File: src/design/assert_macros.svh
// ----------------------------------------------------------------------------
// assert_macros.svh
// Concurrent assertion macros used by the top-level design file
// ----------------------------------------------------------------------------
`ifndef ASSERT_MACROS_SVH
`define ASSERT_MACROS_SVH

`ifndef NO_ASSERTIONS

// antecedent implies consequent in the same cycle
`define ASSERT_IMPL(lbl, clk, rst, ante, cons) \
  lbl: assert property (@(posedge clk) disable iff (rst) (ante) |-> (cons)) \
    else $error("assertion failed: same-cycle implication");

// antecedent implies consequent in the next cycle
`define ASSERT_NEXT(lbl, clk, rst, ante, cons) \
  lbl: assert property (@(posedge clk) disable iff (rst) (ante) |=> (cons)) \
    else $error("assertion failed: next-cycle implication");

`else

`define ASSERT_IMPL(lbl, clk, rst, ante, cons)
`define ASSERT_NEXT(lbl, clk, rst, ante, cons)

`endif

`endif

File: src/design/srdp_pkg.sv
// ----------------------------------------------------------------------------
// srdp_pkg
// Shared constants, codes and helpers of the scale reading decimal parser
// ----------------------------------------------------------------------------
package srdp_pkg;

  // mantissa width and fraction digit limit
  localparam int MANTISSA_BITS       = 48;
  localparam int MAX_FRACTION_DIGITS = 15;
  localparam int MAG_BITS            = MANTISSA_BITS - 1;

  // ascii codes
  localparam logic [7:0] CH_CR    = 8'd13;
  localparam logic [7:0] CH_PLUS  = 8'd43;
  localparam logic [7:0] CH_MINUS = 8'd45;
  localparam logic [7:0] CH_POINT = 8'd46;
  localparam logic [7:0] CH_ZERO  = 8'd48;
  localparam logic [7:0] CH_NINE  = 8'd57;

  // parser phase
  typedef enum logic [1:0] {
    PH_SEEK = 2'd0,
    PH_INT  = 2'd1,
    PH_FRAC = 2'd2
  } phase_t;

  // result status
  typedef enum logic [2:0] {
    ST_OK        = 3'd0,
    ST_NO_SIGN   = 3'd1,
    ST_NO_POINT  = 3'd2,
    ST_NON_DIGIT = 3'd3,
    ST_OVERFLOW  = 3'd4
  } status_t;

  // item held in the input register
  typedef struct packed {
    logic       valid;
    logic [7:0] ch;
  } in_item_t;

  // decoded character
  typedef struct packed {
    logic       is_cr;
    logic       is_plus;
    logic       is_minus;
    logic       is_point;
    logic       is_digit;
    logic [3:0] digit;
  } char_class_t;

  function automatic char_class_t classify(input logic [7:0] ch);
    char_class_t cc;
    logic [7:0]  diff;
    diff        = ch - CH_ZERO;
    cc.is_cr    = (ch == CH_CR);
    cc.is_plus  = (ch == CH_PLUS);
    cc.is_minus = (ch == CH_MINUS);
    cc.is_point = (ch == CH_POINT);
    cc.is_digit = (ch >= CH_ZERO) && (ch <= CH_NINE);
    cc.digit    = diff[3:0];
    return cc;
  endfunction

endpackage

File: src/design/srdp_in_stage.sv
// ----------------------------------------------------------------------------
// srdp_in_stage
// Input register for received characters
// ----------------------------------------------------------------------------
module srdp_in_stage (
  input  logic               clk,
  input  logic               rst,
  input  logic               s_tvalid,
  output logic               s_tready,
  input  logic [7:0]         s_tdata,   // [7:0] char_in
  input  logic               adv,
  output srdp_pkg::in_item_t item
);

  logic       in_valid;
  logic [7:0] in_char;

  // free when empty or when the held character moves on this cycle
  assign s_tready = !in_valid || adv;

  // valid flag
  always_ff @(posedge clk) begin
    if (rst) begin
      in_valid <= 1'b0;
    end else if (s_tvalid && s_tready) begin
      in_valid <= 1'b1;
    end else if (adv) begin
      in_valid <= 1'b0;
    end
  end

  // character payload
  always_ff @(posedge clk) begin
    if (s_tvalid && s_tready) begin
      in_char <= s_tdata;
    end
  end

  assign item.valid = in_valid;
  assign item.ch    = in_char;

endmodule

File: src/design/srdp_acc.sv
// ----------------------------------------------------------------------------
// srdp_acc
// Saturating decimal multiply-add of one digit into the magnitude
// ----------------------------------------------------------------------------
module srdp_acc (
  input  logic [srdp_pkg::MAG_BITS-1:0] acc,
  input  logic [3:0]                    digit,
  output logic [srdp_pkg::MAG_BITS-1:0] acc_next,
  output logic                          ovf
);

  localparam int WIDE_BITS = srdp_pkg::MAG_BITS + 4;

  logic [WIDE_BITS-1:0] wide;
  logic [WIDE_BITS-1:0] limit;

  // acc * 10 + digit as acc * 8 + acc * 2 + digit
  assign wide  = {1'b0, acc, 3'b000} + {3'b000, acc, 1'b0}
               + {{(WIDE_BITS-4){1'b0}}, digit};
  assign limit = {4'b0000, {srdp_pkg::MAG_BITS{1'b1}}};

  // saturate at the largest magnitude
  assign ovf      = (wide > limit);
  assign acc_next = ovf ? {srdp_pkg::MAG_BITS{1'b1}} : wide[srdp_pkg::MAG_BITS-1:0];

endmodule

File: src/design/srdp_parser.sv
// ----------------------------------------------------------------------------
// srdp_parser
// Parse state and result register
// ----------------------------------------------------------------------------
module srdp_parser (
  input  logic                                 clk,
  input  logic                                 rst,
  input  srdp_pkg::in_item_t                   item,
  output logic                                 adv,
  output logic                                 m_tvalid,
  input  logic                                 m_tready,
  output logic [srdp_pkg::MANTISSA_BITS-1:0]   mantissa,
  output logic [3:0]                           frac_digits,
  output logic [2:0]                           status
);

  srdp_pkg::char_class_t cc;

  srdp_pkg::phase_t                  phase, phase_next;
  logic                              negative, negative_next;
  logic [srdp_pkg::MAG_BITS-1:0]     acc, acc_next;
  logic [3:0]                        digit_count, digit_count_next;
  srdp_pkg::status_t                 error_code, error_code_next;

  logic                              res_valid, res_valid_next;
  logic [srdp_pkg::MANTISSA_BITS-1:0] res_mant, res_mant_next;
  logic [3:0]                        res_frac, res_frac_next;
  srdp_pkg::status_t                 res_stat, res_stat_next;

  logic [srdp_pkg::MAG_BITS-1:0]     acc_add;
  logic                              acc_ovf;
  logic [srdp_pkg::MANTISSA_BITS-1:0] signed_mag;
  srdp_pkg::status_t                 end_stat;

  assign cc = srdp_pkg::classify(item.ch);

  // a carriage return needs the result register free
  assign adv = item.valid && (!cc.is_cr || !res_valid || m_tready);

  srdp_acc u_acc (
    .acc      (acc),
    .digit    (cc.digit),
    .acc_next (acc_add),
    .ovf      (acc_ovf)
  );

  // magnitude with the sign applied
  assign signed_mag = negative ? (~{1'b0, acc} + 1'b1) : {1'b0, acc};

  // status at end of message
  always_comb begin
    if (phase != srdp_pkg::PH_INT && phase != srdp_pkg::PH_FRAC) begin
      end_stat = srdp_pkg::ST_NO_SIGN;
    end else if (error_code != srdp_pkg::ST_OK) begin
      end_stat = error_code;
    end else if (phase == srdp_pkg::PH_INT) begin
      end_stat = srdp_pkg::ST_NO_POINT;
    end else begin
      end_stat = srdp_pkg::ST_OK;
    end
  end

  // next state and result
  always_comb begin
    phase_next       = phase;
    negative_next    = negative;
    acc_next         = acc;
    digit_count_next = digit_count;
    error_code_next  = error_code;
    res_mant_next    = res_mant;
    res_frac_next    = res_frac;
    res_stat_next    = res_stat;
    res_valid_next   = res_valid && !m_tready;

    if (adv) begin
      if (cc.is_cr) begin
        // end of message: load result and restart
        res_valid_next = 1'b1;
        res_stat_next  = end_stat;
        if (end_stat == srdp_pkg::ST_OK || end_stat == srdp_pkg::ST_OVERFLOW) begin
          res_mant_next = signed_mag;
          res_frac_next = digit_count;
        end else begin
          res_mant_next = '0;
          res_frac_next = '0;
        end
        phase_next       = srdp_pkg::PH_SEEK;
        negative_next    = 1'b0;
        acc_next         = '0;
        digit_count_next = '0;
        error_code_next  = srdp_pkg::ST_OK;
      end else begin
        unique case (phase)
          srdp_pkg::PH_INT, srdp_pkg::PH_FRAC: begin
            if (cc.is_digit) begin
              // extra fraction digits are dropped
              if (phase == srdp_pkg::PH_INT ||
                  digit_count < 4'(srdp_pkg::MAX_FRACTION_DIGITS)) begin
                acc_next = acc_add;
                if (acc_ovf && error_code == srdp_pkg::ST_OK) begin
                  error_code_next = srdp_pkg::ST_OVERFLOW;
                end
                if (phase == srdp_pkg::PH_FRAC) begin
                  digit_count_next = digit_count + 4'd1;
                end
              end
            end else if (cc.is_point && phase == srdp_pkg::PH_INT) begin
              phase_next = srdp_pkg::PH_FRAC;
            end else if (error_code == srdp_pkg::ST_OK) begin
              error_code_next = srdp_pkg::ST_NON_DIGIT;
            end
          end
          default: begin
            // seeking the sign, all else is skipped
            if (cc.is_plus || cc.is_minus) begin
              negative_next    = cc.is_minus;
              phase_next       = srdp_pkg::PH_INT;
              acc_next         = '0;
              digit_count_next = '0;
              error_code_next  = srdp_pkg::ST_OK;
            end
          end
        endcase
      end
    end
  end

  // control and parse state
  always_ff @(posedge clk) begin
    if (rst) begin
      phase       <= srdp_pkg::PH_SEEK;
      negative    <= 1'b0;
      acc         <= '0;
      digit_count <= '0;
      error_code  <= srdp_pkg::ST_OK;
      res_valid   <= 1'b0;
    end else begin
      phase       <= phase_next;
      negative    <= negative_next;
      acc         <= acc_next;
      digit_count <= digit_count_next;
      error_code  <= error_code_next;
      res_valid   <= res_valid_next;
    end
  end

  // result payload
  always_ff @(posedge clk) begin
    res_mant <= res_mant_next;
    res_frac <= res_frac_next;
    res_stat <= res_stat_next;
  end

  assign m_tvalid    = res_valid;
  assign mantissa    = res_mant;
  assign frac_digits = res_frac;
  assign status      = res_stat;

endmodule

File: src/design/scale_reading_decimal_parser.sv
// ----------------------------------------------------------------------------
// scale_reading_decimal_parser
// ASCII signed decimal reading to mantissa and decimal exponent
// ----------------------------------------------------------------------------
// Characters enter on the s_ channel, one per transfer. Text before the first
// sign is skipped; after it, integer digits, an optional point and fraction
// digits are gathered. A carriage return ends the message and yields one
// transfer on the m_ channel: value = mantissa x 10^-frac_digits, with the
// status code in m_tuser. All other characters yield no output.
// Path: a carriage return passes two registers, the input register and then
// the result register, before its result shows on m_tvalid.
// Throughput: one character per cycle save for stalls, set by the single
// saturating multiply-by-ten-and-add on the magnitude between both registers.
// When the receiver stalls, the result is held; characters other than the
// carriage return keep being accepted, and a following carriage return waits
// in the input register until the result has been taken.
// Reset empties both registers and returns the parser to seeking the sign.
// ----------------------------------------------------------------------------
`include "assert_macros.svh"

module scale_reading_decimal_parser (
  input  logic        clk,
  input  logic        rst,
  input  logic        s_tvalid,
  output logic        s_tready,
  input  logic [7:0]  s_tdata,   // [7:0] char_in
  output logic        m_tvalid,
  input  logic        m_tready,
  output logic [55:0] m_tdata,   // [47:0] mantissa, [51:48] frac_digits, zero pad
  output logic [2:0]  m_tuser    // [2:0] status
);

  srdp_pkg::in_item_t                 item;
  logic                               adv;
  logic [srdp_pkg::MANTISSA_BITS-1:0] mantissa;
  logic [3:0]                         frac_digits;
  logic [2:0]                         status;
  logic                               take_cr;

  srdp_in_stage u_in (
    .clk      (clk),
    .rst      (rst),
    .s_tvalid (s_tvalid),
    .s_tready (s_tready),
    .s_tdata  (s_tdata),
    .adv      (adv),
    .item     (item)
  );

  srdp_parser u_parser (
    .clk         (clk),
    .rst         (rst),
    .item        (item),
    .adv         (adv),
    .m_tvalid    (m_tvalid),
    .m_tready    (m_tready),
    .mantissa    (mantissa),
    .frac_digits (frac_digits),
    .status      (status)
  );

  // pack result fields
  assign m_tdata = {4'b0000, frac_digits, mantissa};
  assign m_tuser = status;

  assign take_cr = adv && (item.ch == srdp_pkg::CH_CR);

  // checks
  `ASSERT_NEXT(a_cr_gives_result, clk, rst, take_cr, m_tvalid)
  `ASSERT_IMPL(a_error_fields_zero, clk, rst,
    m_tvalid && (m_tuser == srdp_pkg::ST_NO_SIGN || m_tuser == srdp_pkg::ST_NO_POINT ||
    m_tuser == srdp_pkg::ST_NON_DIGIT), m_tdata == '0)
  `ASSERT_IMPL(a_status_range, clk, rst, m_tvalid, m_tuser <= srdp_pkg::ST_OVERFLOW)
  `ASSERT_NEXT(a_cr_waits, clk, rst,
    item.valid && (item.ch == srdp_pkg::CH_CR) && m_tvalid && !m_tready,
    item.valid && (item.ch == srdp_pkg::CH_CR))

endmodule

File: config.mk
export PLATFORM = sky130hd
export DESIGN_NAME = scale_reading_decimal_parser
export DESIGN_NICKNAME = d
export VERILOG_FILES = /design/src/design/srdp_pkg.sv /design/src/design/srdp_in_stage.sv /design/src/design/srdp_acc.sv /design/src/design/srdp_parser.sv /design/src/design/scale_reading_decimal_parser.sv
export VERILOG_INCLUDE_DIRS = /design/src /design/src/design
export SDC_FILE = /design/constraint.sdc
export NUM_CORES = 1
export LEC_CHECK = 0
export BUFFER_PORTS_ARGS = -buffer_cell sky130_fd_sc_hd__buf_2
export CAP_MARGIN = 5
export CELL_PAD_IN_SITES_DETAIL_PLACEMENT = 0
export CELL_PAD_IN_SITES_GLOBAL_PLACEMENT = 1
export CORE_ASPECT_RATIO = 0.7
export CORE_MARGIN = 2
export CORE_UTILIZATION = 35
export CTS_CLUSTER_SIZE = 8
export DETAILED_ROUTE_END_ITERATION = 7
export PLACE_DENSITY = 0.72
export SKIP_CTS_REPAIR_TIMING = 1
export SLEW_MARGIN = 20
export SYNTH_ARGS = -nofsm -noshare
export SYNTH_HDL_FRONTEND = slang
export SYNTH_SLANG_ARGS = --single-unit
File: constraint.sdc
create_clock -name clk -period 10.3 [get_ports clk]
set_clock_uncertainty 0.15 [all_clocks]
set_input_delay 0 -clock clk [delete_from_list [all_inputs] [get_ports clk]]
set_output_delay 0 -clock clk [all_outputs]
set_load 0.01 [all_outputs]
==> flow_summary_export.csv <==
group,metric,value,unit
outcome,status,"finished clean",
synth,async_flop_share,0,
finish,seq_area,0.00305,sq mm
routing,drt-met1-wl,14000,um
clock_tree,clockBufferDepth,2,
synth,synth_seq_cells,121,
placement,place_congestion,0.923,
finish,final_cell_mix,"ha_1 (97), nor2_1 (88), nand2_1 (87)",
global_route,antenna_found_initial,0,
power_and_ir_drop,peakVddDrop,90.2,uV
finish,finish.utilization,0.413,
global_route,grt_pass1_wl,39000,um
worst_setup_path,crit_path_end_kind,"register",
routing,ant_nets,0,
power_and_ir_drop,p_seq_frac,0.444,
worst_setup_path,critPathLaunchType,"register",
clock_tree,cts.clk_slew.worst_paths,0.06,ns
power_and_ir_drop,power_switching,0.000248,W
job,drv_cap,0,
timing,fmaxAchievable,203,MHz
synth,syn_inst,1003,
synth,synth_edf_count,63,
worst_setup_path,worstPathRequired,10.44,ns
die,die_w,195,um
routing,top_layer_used,"met4",
clock_tree,cts_sinks,121,
timing,worst_slew_pin_slew,0.982,ns
power_and_ir_drop,p_int,0.000902,W
placement,io_buffers,68,
worst_setup_path,worstPathArrival,5.08,ns
finish,layout_commonest_cell,"ha_1",
timing,period_needed,4.93,ns
die,rows,48,
clock_tree,cts_tree,"built",
routing,drt-pass1-iter-count,5,
timing,maxSlewViolCount,0,
worst_hold_path,min_path_type,"in2reg",
timing,hold_violations,0,
finish,area_growth,15.3,%
power_and_ir_drop,power_frac_comb,0.033,
power_and_ir_drop,swShare,0.216,
die,die_area,0.0268,sq mm
power_and_ir_drop,p_total,0.00115,W
finish,nNetsFinal,1176,
routing,vias,7833,
timing,fin_setup_tns,0,ns
power_and_ir_drop,clkPwrFrac,0.522,
worst_setup_path,worst-path-max-fanout,25,
placement,hpwl,19500,um
synth,syn_area,0.00891,sq mm
global_route,gr-total-overflow,0,
finish,drive_gt1_frac,0.127,
routing,wl_per_cell,17.6,um
routing,routed_wl,24600,um
synth,avgSynthCellArea,8.89,sq um
routing,drt_iter0_drc,687,
finish,antennaDiodeCount,0,
routing,vias_per_cell,5.58,
global_route,grt_pass1_vias,6770,
die,initial_core_util,0.358,
clock_tree,numCtsBuffers,17,
routing,drc,0,
timing,rsz0062_at_grt,"no",
synth,synth_cell_types,65,
power_and_ir_drop,p_leak,4.61,nW
clock_tree,cts_htree_levels,4,
timing,slew_headroom,0.346,
die,ios,73,
clock_tree,clk_latency,0.42,ns
clock_tree,cts-root-buf,"clkbuf_16",
finish,multiInputGateArea,0.00559,sq mm
synth,yosysWarningCount,0,
die,die_h,138,um
routing,dr_wl_met2,8440,um
global_route,groute.usage.overall,0.187,
global_route,grt_max_degree,56,
timing,finalSetupViolations,0,
routing,routed-wl-met3,2000,um
die,core,0.0249,sq mm
synth,synth_ff_type,"edfxtp_1",
timing,min_period_over_period,0.479,
finish,fill_cells,2495,
power_and_ir_drop,power_density,112,mW/mm^2
worst_setup_path,crit_type,"reg2reg",
synth,yosysSeqAreaShare,0.343,
==> cell families (layout without fill, tap and decap cells) <==
| kind of cell | Yosys count | count (layout) | synth area share |
|---|---|---|---|
| flip-flops | 121 | 121 | 0.343 |
| multiplexers | 4 | 4 | 0.00449 |
| other | 1 | 4 | 0.000421 |
| buffers and inverters | 72 | 144 | 0.0333 |
| XOR/XNOR | 84 | 84 | 0.0825 |
| adder cells (fa/ha/maj) | 99 | 99 | 0.141 |
| AND/OR/NAND/NOR | 313 | 313 | 0.175 |
| AO/OA/AOI/OAI | 309 | 309 | 0.221 |
==> per-layer routing <==
metal | up-vias | GRT usage
met5 | - | 0
li1 | 3876 | -
met1 | 3655 | 0.324
met3 | 12 | 0.0360
met2 | 290 | 0.217
met4 | 0 | 0.0407
==> area by class of cell <==
class,instances,share of cell area
flip-flops and latches,121,0.297
clock inverters,15,0.0174
multi-input cells,813,0.544
inverters,22,0.00804
repair buffers,90,0.0524
well taps,325,0.0396
clock buffers,17,0.0414
==> power groups by stage <==
stage | clock [W] | sequential [W] | combinational [W]
floorplan | 0 | 0.000520 | 0.0000254
global placement | 0 | 0.000521 | 0.0000343
detailed placement | 0 | 0.000521 | 0.0000340
CTS | 0.000608 | 0.000511 | 0.0000342
global route | 0.000631 | 0.000511 | 0.0000423
finish | 0.000601 | 0.000511 | 0.0000382
==> critical path, stage by stage (launching register included) <==
cell	delay, ns
dfxtp_1	0.41
inv_1	0.13
fa_1	0.60
inv_1	0.07
ha_1	0.30
a211oi_1	0.28
o21ai_0	0.27
a211oi_1	0.28
a21oi_1	0.15
a211oi_1	0.28
xor2_1	0.21
o21a_1	0.73
a21oi_1	0.46
or3_1	0.46
==> metrics by stage <==
stage | instance area (sq um) | hold WS [ns] | cells | setup slack, ns
finish | 10300 | 0.136 | 1403 | 5.37
global route | 10300 | 0.138 | 1403 | 4.87
CTS | 10100 | -0.407 | 1390 | 5.45
detailed placement | 9540 | 0.0288 | 1358 | 5.49
global placement | 9540 | 0.0263 | 1358 | 5.57
floorplan | 8920 | -0.0511 | 1006 | 6.04
==> sequential cells by signal (all words and copies together) (netlist names) <==
| register | cells |
|---|---|
| u_parser.mantissa | 48 |
| u_parser.negative | 1 |
| u_parser.acc | 47 |
| u_parser.status | 3 |
| u_parser.m_tvalid | 1 |
| u_in.in_valid | 1 |
| u_parser.digit_count | 4 |
| u_parser.phase | 2 |
| u_parser.frac_digits | 4 |
| u_parser.error_code | 2 |
| u_in.in_char | 8 |
==> synth_stat cells (12+ instances only) <==
master	n	area [sq um]
nand3_1	12	60.1
nand4_1	17	106
xor2_1	62	543
edfxtp_1	63	1890
nor2_1	90	338
a21o_1	30	225
a21oi_1	78	390
o31ai_1	16	120
inv_1	22	82.6
clkbuf_1	44	165
ha_1	97	1210
dfxtp_1	58	1160
xnor2_1	22	193
nor3_1	15	75.1
nand2_1	87	327
o21ai_0	74	370
a31oi_1	35	219
==> worst paths after layout <==
kind | start | endpoint | slack (ns) | cells past startpoint
min reg2reg | u_parser.negative | u_parser.negative | 0.31 | 2
min | s_tdata[4] | u_in.in_char[4] | 0.14 | 2
max reg2reg | u_parser.acc[0] | u_parser.acc[46] | 5.37 | 13
max | u_parser.acc[0] | u_parser.acc[46] | 5.37 | 13
Note: power is estimated with default switching activity, not from simulation.
